`src/sv/sdps_pkg.sv`:
```
package sdps_pkg;

   // defaults for the top level parameters
   localparam int PAGES_DEF    = 8;
   localparam int DIGITS_DEF   = 8;
   localparam int TEXT_LEN_DEF = 32;

   // at most this many digits are emitted per draw
   localparam int MAX_EMIT = 8;

   // character codes
   localparam logic [7:0] DOT_CHAR   = 8'h2E;
   localparam logic [7:0] POINT_BIT  = 8'h80;
   localparam logic [7:0] BLANK_CHAR = 8'h20;

   // configuration port
   localparam int CSR_IDX_W  = 3;
   localparam int CSR_DATA_W = 7;
   localparam logic [CSR_IDX_W-1:0] CSR_PAGE_COUNT    = 3'd0;
   localparam logic [CSR_IDX_W-1:0] CSR_ROTATE_PERIOD = 3'd1;
   localparam logic [CSR_IDX_W-1:0] CSR_SCROLL_ON     = 3'd2;
   localparam logic [CSR_IDX_W-1:0] CSR_SCROLL_PERIOD = 3'd3;
   localparam logic [CSR_IDX_W-1:0] CSR_BLINK_ENABLE  = 3'd4;
   localparam logic [CSR_IDX_W-1:0] CSR_BLINK_PERIOD  = 3'd5;

   typedef enum logic [1:0] {
      CMD_TICK  = 2'd0,
      CMD_DRAW  = 2'd1,
      CMD_PUT   = 2'd2,
      CMD_CLEAR = 2'd3
   } cmd_type;

   typedef struct packed {
      cmd_type    command;
      logic [2:0] page;
      logic [7:0] char_in;
      logic       end_of_text;
   } req_type;

   typedef struct packed {
      logic [2:0] digit_index;
      logic [7:0] segment_char;
      logic       last_digit;
   } rsp_type;

   typedef enum logic [2:0] {
      ST_IDLE       = 3'd0,
      ST_TICK       = 3'd1,
      ST_CLEAR      = 3'd2,
      ST_PUT        = 3'd3,
      ST_MERGE      = 3'd4,
      ST_DRAW_SETUP = 3'd5,
      ST_DRAW       = 3'd6
   } state_type;

   // controller to datapath
   typedef struct packed {
      logic capture;
      logic tick;
      logic clear;
      logic put_direct;
      logic merge_rd;
      logic merge_fin;
      logic draw_setup;
      logic draw_step;
   } ctl_type;

   // datapath to controller
   typedef struct packed {
      logic merge_needed;
      logic draw_last;
   } sts_type;

endpackage

```
`src/sv/sdps_ctrl.sv`:
```
module sdps_ctrl (
   input  logic              clock,
   input  logic              reset,
   input  logic              start,
   input  sdps_pkg::cmd_type command,
   input  sdps_pkg::sts_type sts,
   output sdps_pkg::ctl_type ctl,
   output logic              busy
);

   sdps_pkg::state_type state_ff;
   sdps_pkg::state_type state_in;

   always_ff @(posedge clock) begin
      if (reset) begin
         state_ff <= sdps_pkg::ST_IDLE;
      end else begin
         state_ff <= state_in;
      end
   end

   assign busy = reset || (state_ff != sdps_pkg::ST_IDLE);

   always_comb begin
      state_in = state_ff;
      ctl      = '0;
      unique case (state_ff)
         sdps_pkg::ST_IDLE: begin
            if (start && !reset) begin
               ctl.capture = 1'b1;
               unique case (command)
                  sdps_pkg::CMD_TICK:  state_in = sdps_pkg::ST_TICK;
                  sdps_pkg::CMD_DRAW:  state_in = sdps_pkg::ST_DRAW_SETUP;
                  sdps_pkg::CMD_PUT:   state_in = sdps_pkg::ST_PUT;
                  sdps_pkg::CMD_CLEAR: state_in = sdps_pkg::ST_CLEAR;
               endcase
            end
         end
         sdps_pkg::ST_TICK: begin
            ctl.tick = 1'b1;
            state_in = sdps_pkg::ST_IDLE;
         end
         sdps_pkg::ST_CLEAR: begin
            ctl.clear = 1'b1;
            state_in  = sdps_pkg::ST_IDLE;
         end
         sdps_pkg::ST_PUT: begin
            if (sts.merge_needed) begin
               ctl.merge_rd = 1'b1;
               state_in     = sdps_pkg::ST_MERGE;
            end else begin
               ctl.put_direct = 1'b1;
               state_in       = sdps_pkg::ST_IDLE;
            end
         end
         sdps_pkg::ST_MERGE: begin
            ctl.merge_fin = 1'b1;
            state_in      = sdps_pkg::ST_IDLE;
         end
         sdps_pkg::ST_DRAW_SETUP: begin
            ctl.draw_setup = 1'b1;
            state_in       = sdps_pkg::ST_DRAW;
         end
         sdps_pkg::ST_DRAW: begin
            ctl.draw_step = 1'b1;
            if (sts.draw_last) begin
               state_in = sdps_pkg::ST_IDLE;
            end
         end
         default: begin
            state_in = sdps_pkg::ST_IDLE;
         end
      endcase
   end

endmodule

```
`src/sv/sdps_datapath.sv`:
```
module sdps_datapath #(
   parameter int PAGES    = sdps_pkg::PAGES_DEF,
   parameter int DIGITS   = sdps_pkg::DIGITS_DEF,
   parameter int TEXT_LEN = sdps_pkg::TEXT_LEN_DEF
) (
   input  logic                              clock,
   input  logic                              reset,
   input  sdps_pkg::ctl_type                 ctl,
   output sdps_pkg::sts_type                 sts,
   input  sdps_pkg::req_type                 req_item,
   input  logic                              csr_we,
   input  logic [sdps_pkg::CSR_IDX_W-1:0]    csr_index,
   input  logic [sdps_pkg::CSR_DATA_W-1:0]   csr_data,
   output logic                              rsp_valid,
   output sdps_pkg::rsp_type                 rsp_item
);

   localparam int MEM_DEPTH = PAGES * TEXT_LEN;
   localparam int AW        = (MEM_DEPTH > 1) ? $clog2(MEM_DEPTH) : 1;
   localparam int WI_W      = $clog2(TEXT_LEN + 1);
   localparam int LEN_W     = $clog2(TEXT_LEN);
   localparam int NPG       = (PAGES < 8) ? PAGES : 8;
   localparam int LIW       = (NPG > 1) ? $clog2(NPG) : 1;
   localparam int NUM_EMIT  = (DIGITS < sdps_pkg::MAX_EMIT) ? DIGITS : sdps_pkg::MAX_EMIT;
   localparam int CNT_W     = (NUM_EMIT > 1) ? $clog2(NUM_EMIT) : 1;
   localparam int POS_W     = $clog2(DIGITS + TEXT_LEN + 256) + 1;
   localparam logic signed [POS_W-1:0] POS_BASE   = POS_W'(1 - DIGITS);
   localparam logic signed [POS_W-1:0] POS_DIGITS = POS_W'(DIGITS);

   // configuration
   logic [3:0] page_count_ff;
   logic [6:0] rotate_period_ff;
   logic       scroll_on_ff;
   logic [6:0] scroll_period_ff;
   logic       blink_en_ff;
   logic [6:0] blink_period_ff;

   // timers and page rotation
   logic [2:0]        cur_page_ff;
   logic signed [7:0] scroll_offset_ff;
   logic [6:0]        scroll_count_ff;
   logic [6:0]        rotate_count_ff;
   logic [6:0]        blink_count_ff;
   logic              blink_phase_ff;

   // put stream
   sdps_pkg::req_type item_ff;
   logic [WI_W-1:0]   wi_ff;
   logic              prev_dot_ff;
   logic              at_start_ff;
   logic [LEN_W-1:0]  len_ff [NPG];

   // text store
   logic [7:0] mem [MEM_DEPTH];
   logic [7:0] rd_data_ff;

   // draw
   logic signed [POS_W-1:0] pos_ff;
   logic [LEN_W-1:0]        slen_ff;
   logic                    draw_blank_ff;
   logic [CNT_W-1:0]        cnt_ff;
   logic                    rsp_valid_ff;
   logic [2:0]              rsp_digit_ff;
   logic                    rsp_last_ff;
   logic                    rsp_blank_ff;

   // put stream logic
   logic             put_pg_ok;
   logic             is_dot;
   logic             merge_needed;
   logic [WI_W-1:0]  cell_idx;
   logic             cell_ok;
   logic [AW-1:0]    cell_addr;
   logic [WI_W-1:0]  wi_in;
   logic [LEN_W-1:0] commit_len;
   logic [7:0]       wr_data;
   logic             mem_we;
   logic [LIW-1:0]   put_len_idx;

   // page change on this tick
   logic             rotate_now;

   assign put_pg_ok    = int'(item_ff.page) < PAGES;
   assign is_dot       = item_ff.char_in == sdps_pkg::DOT_CHAR;
   assign merge_needed = is_dot && !at_start_ff && !prev_dot_ff && (wi_ff != '0);
   assign cell_idx     = merge_needed ? wi_ff - 1'b1 : wi_ff;
   assign cell_ok      = put_pg_ok && (int'(cell_idx) < TEXT_LEN - 1);
   assign cell_addr    = AW'(item_ff.page) * AW'(TEXT_LEN) + AW'(cell_idx);
   assign put_len_idx  = item_ff.page[LIW-1:0];
   assign rotate_now   = (page_count_ff > 4'd1) && (rotate_count_ff >= rotate_period_ff);

   always_comb begin
      if (merge_needed || int'(wi_ff) >= TEXT_LEN) begin
         wi_in = wi_ff;
      end else begin
         wi_in = wi_ff + 1'b1;
      end
      if (int'(wi_in) > TEXT_LEN - 1) begin
         commit_len = LEN_W'(TEXT_LEN - 1);
      end else begin
         commit_len = LEN_W'(wi_in);
      end
      priority if (ctl.merge_fin) begin
         wr_data = rd_data_ff | sdps_pkg::POINT_BIT;
      end else if (is_dot) begin
         wr_data = sdps_pkg::BLANK_CHAR | sdps_pkg::POINT_BIT;
      end else begin
         wr_data = item_ff.char_in;
      end
   end

   assign mem_we = (ctl.put_direct || ctl.merge_fin) && cell_ok;

   // draw logic
   logic                    cur_ok;
   logic [LIW-1:0]          cur_len_idx;
   logic [LEN_W-1:0]        slen_cur;
   logic signed [POS_W-1:0] slen_s;
   logic                    blank_now;
   logic signed [POS_W-1:0] pos_in;
   logic                    scroll_reset;
   logic signed [POS_W-1:0] j_pos;
   logic                    j_ok;
   logic [AW-1:0]           draw_addr;
   logic                    draw_last;

   assign cur_ok      = int'(cur_page_ff) < PAGES;
   assign cur_len_idx = cur_page_ff[LIW-1:0];
   assign slen_cur    = cur_ok ? len_ff[cur_len_idx] : '0;
   assign slen_s      = signed'(POS_W'(slen_cur));
   assign blank_now   = blink_en_ff && !blink_phase_ff;

   always_comb begin
      scroll_reset = 1'b0;
      if (scroll_on_ff) begin
         pos_in = POS_BASE + POS_W'(scroll_offset_ff);
         if (!blank_now && (slen_s < pos_in)) begin
            pos_in       = POS_BASE;
            scroll_reset = 1'b1;
         end
      end else if (slen_s > POS_DIGITS) begin
         pos_in = '0;
      end else begin
         pos_in = slen_s - POS_DIGITS;
      end
   end

   // one digit per cycle from the single read port of the text store
   assign j_pos     = pos_ff + signed'(POS_W'(cnt_ff));
   assign j_ok      = !draw_blank_ff && !j_pos[POS_W-1]
                      && (j_pos < signed'(POS_W'(slen_ff)));
   assign draw_addr = AW'(cur_page_ff) * AW'(TEXT_LEN) + AW'(unsigned'(j_pos));
   assign draw_last = cnt_ff == CNT_W'(NUM_EMIT - 1);

   assign sts.merge_needed = merge_needed;
   assign sts.draw_last    = draw_last;

   // text store, one write and one registered read
   always_ff @(posedge clock) begin
      if (mem_we) begin
         mem[cell_addr] <= wr_data;
      end
      if (ctl.merge_rd) begin
         rd_data_ff <= mem[cell_addr];
      end else if (ctl.draw_step) begin
         rd_data_ff <= mem[draw_addr];
      end
   end

   // payload registers
   always_ff @(posedge clock) begin
      if (ctl.capture) begin
         item_ff <= req_item;
      end
      if (ctl.draw_setup) begin
         pos_ff        <= pos_in;
         slen_ff       <= slen_cur;
         draw_blank_ff <= blank_now;
      end
      if (ctl.draw_step) begin
         rsp_digit_ff <= 3'(cnt_ff);
         rsp_blank_ff <= !j_ok;
      end
   end

   // control state
   always_ff @(posedge clock) begin
      if (reset) begin
         page_count_ff    <= '0;
         rotate_period_ff <= '0;
         scroll_on_ff     <= 1'b0;
         scroll_period_ff <= '0;
         blink_en_ff      <= 1'b0;
         blink_period_ff  <= '0;
         cur_page_ff      <= '0;
         scroll_offset_ff <= '0;
         scroll_count_ff  <= '0;
         rotate_count_ff  <= '0;
         blink_count_ff   <= '0;
         blink_phase_ff   <= 1'b0;
         wi_ff            <= '0;
         prev_dot_ff      <= 1'b0;
         at_start_ff      <= 1'b1;
         for (int i = 0; i < NPG; i++) begin
            len_ff[i] <= '0;
         end
         cnt_ff           <= '0;
         rsp_valid_ff     <= 1'b0;
         rsp_last_ff      <= 1'b0;
      end else begin
         if (csr_we) begin
            unique case (csr_index)
               sdps_pkg::CSR_PAGE_COUNT:    page_count_ff    <= csr_data[3:0];
               sdps_pkg::CSR_ROTATE_PERIOD: rotate_period_ff <= csr_data;
               sdps_pkg::CSR_SCROLL_ON:     scroll_on_ff     <= csr_data[0];
               sdps_pkg::CSR_SCROLL_PERIOD: scroll_period_ff <= csr_data;
               sdps_pkg::CSR_BLINK_ENABLE:  blink_en_ff      <= csr_data[0];
               sdps_pkg::CSR_BLINK_PERIOD:  blink_period_ff  <= csr_data;
               default: ;
            endcase
         end

         if (ctl.tick) begin
            if (scroll_on_ff && !rotate_now) begin
               if (scroll_count_ff >= scroll_period_ff) begin
                  scroll_count_ff  <= '0;
                  scroll_offset_ff <= scroll_offset_ff + 8'sd1;
               end else begin
                  scroll_count_ff <= scroll_count_ff + 1'b1;
               end
            end
            // rotation overrides the scroll step
            if (page_count_ff > 4'd1) begin
               if (rotate_count_ff >= rotate_period_ff) begin
                  rotate_count_ff  <= '0;
                  scroll_count_ff  <= '0;
                  scroll_offset_ff <= -8'sd1;
                  if (({1'b0, cur_page_ff} + 4'd1 >= page_count_ff)
                      || (cur_page_ff == 3'd7)) begin
                     cur_page_ff <= '0;
                  end else begin
                     cur_page_ff <= cur_page_ff + 1'b1;
                  end
               end else begin
                  rotate_count_ff <= rotate_count_ff + 1'b1;
               end
            end else begin
               cur_page_ff <= '0;
            end
            if (blink_en_ff) begin
               if (blink_count_ff >= blink_period_ff) begin
                  blink_count_ff <= '0;
                  blink_phase_ff <= !blink_phase_ff;
               end else begin
                  blink_count_ff <= blink_count_ff + 1'b1;
               end
            end
         end

         if (ctl.clear) begin
            for (int i = 0; i < NPG; i++) begin
               len_ff[i] <= '0;
            end
         end

         if (ctl.put_direct || ctl.merge_fin) begin
            if (item_ff.end_of_text) begin
               if (put_pg_ok) begin
                  len_ff[put_len_idx] <= commit_len;
               end
               wi_ff       <= '0;
               prev_dot_ff <= 1'b0;
               at_start_ff <= 1'b1;
            end else begin
               wi_ff       <= wi_in;
               prev_dot_ff <= is_dot;
               at_start_ff <= 1'b0;
            end
         end

         if (ctl.draw_setup) begin
            cnt_ff <= '0;
            if (scroll_reset) begin
               scroll_offset_ff <= '0;
            end
         end
         if (ctl.draw_step) begin
            cnt_ff <= cnt_ff + 1'b1;
         end
         rsp_valid_ff <= ctl.draw_step;
         rsp_last_ff  <= ctl.draw_step && draw_last;
      end
   end

   assign rsp_valid             = rsp_valid_ff;
   assign rsp_item.digit_index  = rsp_digit_ff;
   assign rsp_item.segment_char = rsp_blank_ff ? sdps_pkg::BLANK_CHAR : rd_data_ff;
   assign rsp_item.last_digit   = rsp_last_ff;

   a_rsp_from_draw : assert property (@(posedge clock) disable iff (reset)
      rsp_valid_ff |-> $past(ctl.draw_step))
      else $error("result strobe without a draw step");

   a_last_digit : assert property (@(posedge clock) disable iff (reset)
      rsp_last_ff |-> (rsp_valid_ff && (rsp_digit_ff == 3'(NUM_EMIT - 1))))
      else $error("last digit flag on the wrong digit");

   a_wi_bound : assert property (@(posedge clock) disable iff (reset)
      int'(wi_ff) <= TEXT_LEN)
      else $error("write index past text length");

   a_merge_order : assert property (@(posedge clock) disable iff (reset)
      ctl.merge_fin |-> $past(ctl.merge_rd))
      else $error("dot merge write without its read");

endmodule

```
`src/sv/segment_display_page_sequencer.sv`:
```
// channel   ports                          handshake
// request   start, busy, req_item          transfer when start high and busy low
// result    rsp_valid, rsp_item            valid high for a single cycle per result, no back pressure
// config    csr_we, csr_index, csr_data    write on any edge with csr_we high
//
// tick, clear and a put each run their own state (ST_TICK, ST_CLEAR, ST_PUT), a put
// of a dot merged into the previous character ST_PUT then ST_MERGE (read, then write back)
// a draw runs a setup state, then one digit read per cycle from the single store
// port, min(DIGITS, 8) reads in all, each result in the cycle after its read
// synchronous reset clears config, timers, page lengths and the put stream, not the store
// the result side cannot stall, so no result is ever held back
module segment_display_page_sequencer #(
   parameter int PAGES    = sdps_pkg::PAGES_DEF,
   parameter int DIGITS   = sdps_pkg::DIGITS_DEF,
   parameter int TEXT_LEN = sdps_pkg::TEXT_LEN_DEF
) (
   input  logic                             clock,
   input  logic                             reset,
   // request channel
   input  logic                             start,
   output logic                             busy,
   input  sdps_pkg::req_type                req_item,
   // result channel
   output logic                             rsp_valid,
   output sdps_pkg::rsp_type                rsp_item,
   // configuration writes
   input  logic                             csr_we,
   input  logic [sdps_pkg::CSR_IDX_W-1:0]   csr_index,
   input  logic [sdps_pkg::CSR_DATA_W-1:0]  csr_data
);

   // command and status between sequencer and datapath
   sdps_pkg::ctl_type ctl;
   sdps_pkg::sts_type sts;

   // sequencer: one command at a time, branches on the command code
   sdps_ctrl u_ctrl (
      .clock   (clock),
      .reset   (reset),
      .start   (start),
      .command (req_item.command),
      .sts     (sts),
      .ctl     (ctl),
      .busy    (busy)
   );

   // datapath: config, timers, put stream, page store and draw window
   sdps_datapath #(
      .PAGES    (PAGES),
      .DIGITS   (DIGITS),
      .TEXT_LEN (TEXT_LEN)
   ) u_datapath (
      .clock     (clock),
      .reset     (reset),
      .ctl       (ctl),
      .sts       (sts),
      .req_item  (req_item),
      .csr_we    (csr_we),
      .csr_index (csr_index),
      .csr_data  (csr_data),
      .rsp_valid (rsp_valid),
      .rsp_item  (rsp_item)
   );

endmodule
```
`config.mk`:
```
export PLATFORM = sky130hd
export DESIGN_NAME = segment_display_page_sequencer
export DESIGN_NICKNAME = d
export VERILOG_FILES = /design/src/sv/sdps_pkg.sv /design/src/sv/sdps_ctrl.sv /design/src/sv/sdps_datapath.sv /design/src/sv/segment_display_page_sequencer.sv
export SDC_FILE = /design/constraint.sdc
export NUM_CORES = 2
export LEC_CHECK = 0
export BUFFER_PORTS_ARGS = -buffer_cell sky130_fd_sc_hd__buf_2
export CAP_MARGIN = 20
export CORE_MARGIN = 1
export CORE_UTILIZATION = 35
export DETAILED_ROUTE_END_ITERATION = 8
export PLACE_DENSITY = 0.48
export SETUP_SLACK_MARGIN = 0.05
export SLEW_MARGIN = 20
export SYNTH_ARGS = -nofsm -noshare
export SYNTH_HDL_FRONTEND = slang
export SYNTH_SLANG_ARGS = --single-unit
```
`constraint.sdc`:
```
create_clock -name clock -period 11.78 [get_ports clock]
set_input_delay 0 -clock clock [delete_from_list [all_inputs] [get_ports clock]]
set_output_delay 0 -clock clock [all_outputs]
set_load 0.03 [all_outputs]
```
### Word level (Yosys, flattened, before mapping)

Memory sizes are Yosys's and may differ from the RTL's. A register that Yosys moved wholly into a read port is not among the register bits.
Index checks and enable logic that the tools add are counted.

| word-level totals | value |
|---|---|
| latch bits | 0 |
| bits of input ports | 28 |
| output and inout bits | 14 |
| memories kept | 2 |
| register bits | 116 |
| memory bits (read-only) | 0 |
| logic and storage cells | 199 |
| RAM bits | 2088 |

Memories:

| name | words | width | read ports | clocked after Yosys merged registers in | write ports | line | RTL |
|---|---|---|---|---|---|---|---|
| u_datapath.mem | 256 | 8 | 2 | 0 | 1 | sdps_datapath.sv:54 | `logic [7:0] mem [MEM_DEPTH];` |
| u_datapath.len_ff | 8 | 5 | 1 | 1 | 8 | sdps_datapath.sv:51 | `logic [LEN_W-1:0] len_ff [NPG];` |

| cells by class | value |
|---|---|
| reduce and logical (&&, ||, !) cells | 44 |
| $add $sub $neg | 14 |
| shift-type cells | 0 |
| order comparisons | 11 |
| multiplexer cells | 72 |
| bitwise gates (word level) | 8 |
| $mul | 0 |
| div/mod/pow operators | 0 |
| equal/unequal tests | 20 |

Operators by type and width:

| kind | number |
|---|---|
| 2-to-1 mux 8 bit | 12 |
| 2-to-1 mux 5 bit | 10 |
| 2-to-1 mux 7 bit | 6 |
| 2-to-1 mux 3 bit | 11 |
| 2-to-1 mux 10 bit | 3 |
| 2-to-1 mux 1 bit | 24 |
| one-hot mux 3 bit (4 select lines) | 2 |
| adder 7 x 1 -> 7 bit, second input constant | 3 |
| == test 3 bit, second input constant | 7 |
| >= comparator 7 bit | 3 |
| AND reduction 2 bit | 10 |
| 2-to-1 mux 6 bit | 3 |
| == test 3 x 2 -> 1 bit, second input constant | 4 |
| logical AND 1 bit | 12 |
| adder 10 x 4 -> 10 bit | 1 |
| < comparator 10 x 6 -> 1 bit | 1 |
| < comparator 6 x 10 -> 1 bit | 1 |
| adder 4 x 8 -> 9 bit, first input constant | 1 |
| logical NOT 1 bit | 9 |
| adder 8 x 2 -> 8 bit, second input constant | 1 |
| adder 8 x 6 -> 8 bit | 1 |
| adder 8 bit | 1 |
| == test 8 x 6 -> 1 bit, second input constant | 1 |
| bitwise OR 1 bit | 8 |
| 25 further kinds | 34 |

### Depth between registers and ports, before layout

| depth | value |
|---|---|
| depth in word-level cells | 12 |
| depth in mapped cells | 26 |

### Hierarchy

Synthesis repeated with hierarchy kept, for this count alone.

| second synthesis, totals | value |
|---|---|
| cells, all modules | 7282 |
| area total of the unflattened synthesis | 109062.1 µm² |

Modules (own cells, without submodules):

| module | area each (µm²) | cells an instance | instances | seq. area each (µm²) |
|---|---|---|---|---|
| sdps_datapath | 108775.6 | 7247 | 1 | 65392.7 |
| sdps_ctrl | 286.5 | 35 | 1 | 60.1 |

### Least setup slack after synthesis

Ideal clock, no wire load.

| timing path | value |
|---|---|
| kind | register to register |
| start point | reg u_datapath.item_ff[2] (netlist bit) |
| end point | mem u_datapath.mem[0][1] (data pin) |
| required time | 9593 ps |
| period minus slack after synthesis | 13014 ps |
| path slack | -1234 ps |
| arrival time | 10827 ps |
| setup time | 2187 ps |
| stages on the path, launching flop included | 6 |
| cell sequence | edfxtp_1 > and4b_1 > clkbuf_1 > nand2_1 > nand2_1 > o21ai_0 |

| on the way | value |
|---|---|
| longest elaborated chain between the ends | 3 |

RTL lines:

| element | line | RTL |
|---|---|---|
| from (decl) | sdps_datapath.sv:47 | `sdps_pkg::req_type item_ff;` |
| from (signal assigned) | sdps_datapath.sv:173 | `item_ff <= req_item;` |
| == test 8 x 6 -> 1 bit | sdps_datapath.sv:84 | `assign is_dot = item_ff.char_in == sdps_pkg::DOT_CHAR;` |
| 2-to-1 mux 8 bit * | sdps_datapath.sv:105 | `end else if (is_dot) begin` |
| 2-to-1 mux 8 bit * | sdps_datapath.sv:103 | `priority if (ctl.merge_fin) begin` |
| named net u_datapath.wr_data[1] | sdps_datapath.sv:76 | `logic [7:0] wr_data;` |
| to (decl) | sdps_datapath.sv:54 |  |

Mark *: on every way through the listed nets, which the timed path passes. The rest lies on a longest branch.

### Final worst setup path

| timing path | value |
|---|---|
| start point | reg u_datapath.wi_ff[0] |
| end point | reg u_datapath.rd_data_ff[3] (data pin) |

| on the way | value |
|---|---|
| longest elaborated chain between the ends | 6 |
| elaborated cells on any way between the ends | 9 |

RTL lines:

| element | line | RTL |
|---|---|---|
| from (decl) | sdps_datapath.sv:48 | `logic [WI_W-1:0] wi_ff;` |
| from (signal assigned) | sdps_datapath.sv:275 | `wi_ff <= wi_in;` |
| branches (longest 5 deep; another with adder 8 x 6 -> 8 bit) | - |  |
| 2-to-1 mux 8 bit * | sdps_datapath.sv:163 | `if (ctl.merge_rd) begin` |
| to (signal assigned) | sdps_datapath.sv:164 | `rd_data_ff <= mem[cell_addr];` |
| to (signal assigned) | sdps_datapath.sv:166 | `rd_data_ff <= mem[draw_addr];` |
| to (decl) | sdps_datapath.sv:55 | `logic [7:0] rd_data_ff;` |

Every way passes the cells marked *.
A chain may end at the register's enable or synchronous reset.

==> impl_summary.log <==
[metrics] top cells by area, synth: edfxtp_1, mux4_2, o22ai_1
[metrics] relative contribution of the clock network to total power: 40.3%
[metrics] clock input transition at the sequential cells of the worst setup and hold paths: 0.06 ns
[metrics] overall routing resource usage: 27.9%
[metrics] postcts setup bufs: 0
[metrics] proportion of netlist area held by the largest area contributor: 61.7%
[metrics] Critical Path Source Type: flop
[metrics] failing checks: design-rule violations
[metrics] total net switching power: 4.94 mW
[metrics] critical path capture point type: flop
[metrics] cell leakage power: 35.8 nW
[metrics] Max Fanout on Critical Path: 97
[metrics] clock insertion delay at the later pin of the skew report: 0.94 ns
[metrics] async set-or-reset flop fraction in the synthesized netlist: 0%
[metrics] Post-DRT Antenna Nets: 0
[metrics] result of the run: finished with violations
[metrics] Max H-tree Level: 4
[metrics] 1st-pass router iterations: 9
[metrics] Clock Skews: 0.0688 ns
[metrics] cell row count: 199
[metrics] placer congestion estimate: 0.971
[metrics] detail-routed net length per standard cell: 38.5 um
[metrics] ports placed on the boundary: 42
[metrics] most common cell after layout, fill and taps aside: edfxtp_1
[metrics] worst vdd ir: 0.000117 V
[metrics] half-perimeter wire length after placement: 258000 um
[metrics] vias in the first global route: 70900
[metrics] power per unit of standard cell area: 160 nW/um2
[metrics] Cell Area, Placed: 109000 um2
[metrics] setup-violating endpoint count in the final report: 0
[metrics] switching share of total power: 26.2%
[metrics] number of gates resized after CTS: 0
[metrics] cell area after synthesis: 104000 um2
[metrics] global routing usage on met2: 42.1%
[metrics] vias per std cell: 6.67
[metrics] drt drc: 16
[metrics] count of max-cap constraint violations: 0
[metrics] met1 layer usage reported by global route: 37.6%
[metrics] pin count of the biggest net entering global routing: 201
[metrics] via total after detailed routing: 73700
[metrics] Total Power Consumption: 18.9 mW
[metrics] sequential share of power: 47.8%
[metrics] number of inserted filler cells in the final layout: 26700
[metrics] Crit Path Class: flop to flop
[metrics] RSZ-0062 raised after global routing: no
[metrics] cell type with the largest total area after synthesis: edfxtp_1
[metrics] slew at the pin with the worst max-slew slack: 1.29 ns
[metrics] Worst EP arrival: 8.23 ns
[metrics] Final period util: 64.2%
[metrics] Final Critical Period: 7.56 ns
[metrics] starting density of the core: 35.2%
[metrics] leftover overflow at the end of global routing: 0
[metrics] number of flops mapped to enable cells by yosys: 2127
[metrics] number of DRC markers in iteration 0: 11300
[metrics] layout cell share with drive strength beyond 1: 20.7%
[metrics] cts bufs inserted: 245
[metrics] Worst slew margin: 14.1%
[metrics] flip-flop and latch count after synthesis: 2206
[metrics] DIE HEIGHT: 546 um
[metrics] CTS Sinks: 2206
[metrics] I/O Buffers: 41
[metrics] final count of pins violating max slew: 0
[metrics] Die Footprint: 298000 um2
[metrics] global route hottest layer: met2
[metrics] HP Class: input port to flop
[metrics] horizontal die dimension: 546 um
[metrics] share of power burned in combinational logic: 11.9%
[metrics] achievable frequency: 0.132 GHz
[metrics] clock tree from TritonCTS: done
[metrics] # nets final: 6997
[metrics] global-route track usage on met3: 6.84%
[metrics] routed wire length: 425000 um
[metrics] gate count of the mapped netlist: 6827
[metrics] antenna violations before repair: 17
[metrics] Root Buffer Master: clkbuf_16
[metrics] wire length of the first global-routing pass: 585000 um
[metrics] core area: 294000 um2
[metrics] required time at the endpoint of the critical path: 12.45 ns
[metrics] average footprint of a synthesized cell: 15.2 um2
[metrics] sequential area share after synthesis: 63.2%
[metrics] count of warnings emitted by yosys: 0
[metrics] distinct cell type count after synthesis: 85
[metrics] final cell area excluding filler cells: 118000 um2
[metrics] Internal Dissipation: 13.9 mW
[metrics] final hold viol count: 0
[metrics] highest-count cells in the layout ignoring fill and taps: edfxtp_1, o22ai_1, mux4_2
[metrics] layout-stage area growth over the synthesis result: 13.8%
[metrics] Max Root-Sink Buffers: 4
[metrics] Primary FF master, synth: edfxtp_1
## power groups by stage
stage / registers (mW) / clock network, mW / logic [mW]
after floorplan: 9.30 / 0 / 1.26
after CTS: 9.02 / 7.70 / 2.20
after global placement: 9.18 / 0 / 2.16
after global routing: 9.03 / 7.99 / 2.31
after detailed placement: 9.19 / 0 / 2.18
final: 9.03 / 7.62 / 2.24
## sequential cells by signal, indices dropped and copies added (netlist names), 8 cells and up, named ones only
name,flops
u_datapath.len_ff,40
u_datapath.pos_ff,9
u_datapath.scroll_offset_ff,8
u_datapath.rd_data_ff,8
u_datapath.item_ff,9
u_datapath.mem,2048
## cell type report
cell class / instances / area (um2) / area share (%)
Sequential cell: 2206 / 65500 / 55.5
Multi-Input combinational cell: 4033 / 36300 / 30.8
Clock buffer: 299 / 6430 / 5.45
Tap cell: 3919 / 4900 / 4.16
Timing Repair Buffer: 386 / 3280 / 2.78
Clock inverter: 152 / 1350 / 1.14
Inverter: 46 / 178 / 0.151
Antenna cell: 8 / 20.0 / 0.0170
## cells in the mapped netlist, types with 11 or more instances
| cell | count |
|---|---|
| or3_1 | 18 |
| and3_1 | 22 |
| dfxtp_1 | 79 |
| and2_1 | 14 |
| xor2_1 | 16 |
| o211ai_1 | 15 |
| nor4_1 | 89 |
| mux4_2 | 673 |
| ha_1 | 49 |
| a21o_1 | 22 |
| clkbuf_1 | 327 |
| a21oi_1 | 151 |
| or4_1 | 12 |
| o21ai_0 | 143 |
| a311oi_1 | 37 |
| nand3_1 | 55 |
| mux2_2 | 25 |
| nor2_1 | 483 |
| nand2b_1 | 15 |
| buf_1 | 140 |
| xnor2_1 | 23 |
| nor2b_1 | 74 |
| nor3_1 | 355 |
| a31oi_1 | 46 |
| a2111oi_0 | 60 |
| o22ai_1 | 772 |
| edfxtp_1 | 2127 |
| o22a_1 | 11 |
| inv_1 | 45 |
| nand2_1 | 225 |
| a211o_1 | 14 |
| buf_2 | 136 |
| a211oi_1 | 14 |
| mux2i_1 | 121 |
| o221ai_1 | 274 |
| o21a_1 | 16 |
## timing repair
action,4_1_cts,5_1_grt
hold buffers,63,0
endpoints found under the hold margin,91,0
endpoints found under the setup margin,0,0
## logic make-up (layout without fill, tap and decap cells)
group	count (synthesis)	count (layout)	share of synthesized area, %
AO/OA/AOI/OAI	1654	1654	10.8
flip-flops	2206	2206	63.2
XOR/XNOR	39	39	0.330
other	1	72	0.00362
adder cells (fa/ha/maj)	52	52	0.640
AND/OR/NAND/NOR	1405	1405	6.39
buffers and inverters	651	883	2.53
multiplexers	819	819	16.1
## layer usage
metal | share of wire, % | wire length (um)
met1 | 39 | 165000
met2 | 45 | 190000
met3 | 11 | 47000
met4 | 5.4 | 23200
met5 | 0.015 | 64
## per-stage QoR
stage / TNS, ns / setup WS (ns) / std cells / hold WS, ns / utilization (%)
floorplan: -947.96 / -1.23 / 6890 / 0.0989 / -
global placement: 0 / 3.40 / 10500 / 0.179 / 37.2
detailed placement: 0 / 4.66 / 10500 / 0.178 / 37.2
CTS: 0 / 4.59 / 11000 / 0.0303 / 40.1
global route: 0 / 4.37 / 11000 / 0.0811 / 40.1
finish: 0 / 4.22 / 11000 / 0.0858 / 40.1
## worst max-delay path, stage by stage (launching register included)
cell and delay (ns):
dfxtp_4 0.83, inv_6 0.43, ha_4 0.34, nor2b_1 0.16, and2_1 0.42, nor3_2 0.76
a21boi_4 0.14, buf_12 0.31, buf_4 0.48, buf_4 0.35, o22ai_1 0.18, nor3_1 0.08
o21ai_0 0.78, o311ai_0 0.64, or4_1 0.70, nor4_1 0.30, a31oi_1 0.13
## worst paths after layout
check	from	endpoint	slack [ns]	cells after the start
min	req_item[12]	u_ctrl.state_ff[2]$_SDFFE_PP0P_	0.09	5
max reg2reg	u_datapath.wi_ff[0]$_SDFFE_PP0N_	u_datapath.rd_data_ff[3]$_DFFE_PP_	4.22	16
min reg2reg	u_datapath.blink_period_ff[2]$_SDFFE_PP0P_	u_datapath.blink_period_ff[2]$_SDFFE_PP0P_	0.50	2
max	u_datapath.wi_ff[0]$_SDFFE_PP0N_	u_datapath.rd_data_ff[3]$_DFFE_PP_	4.22	16
(Power assumes the default switching activity.)
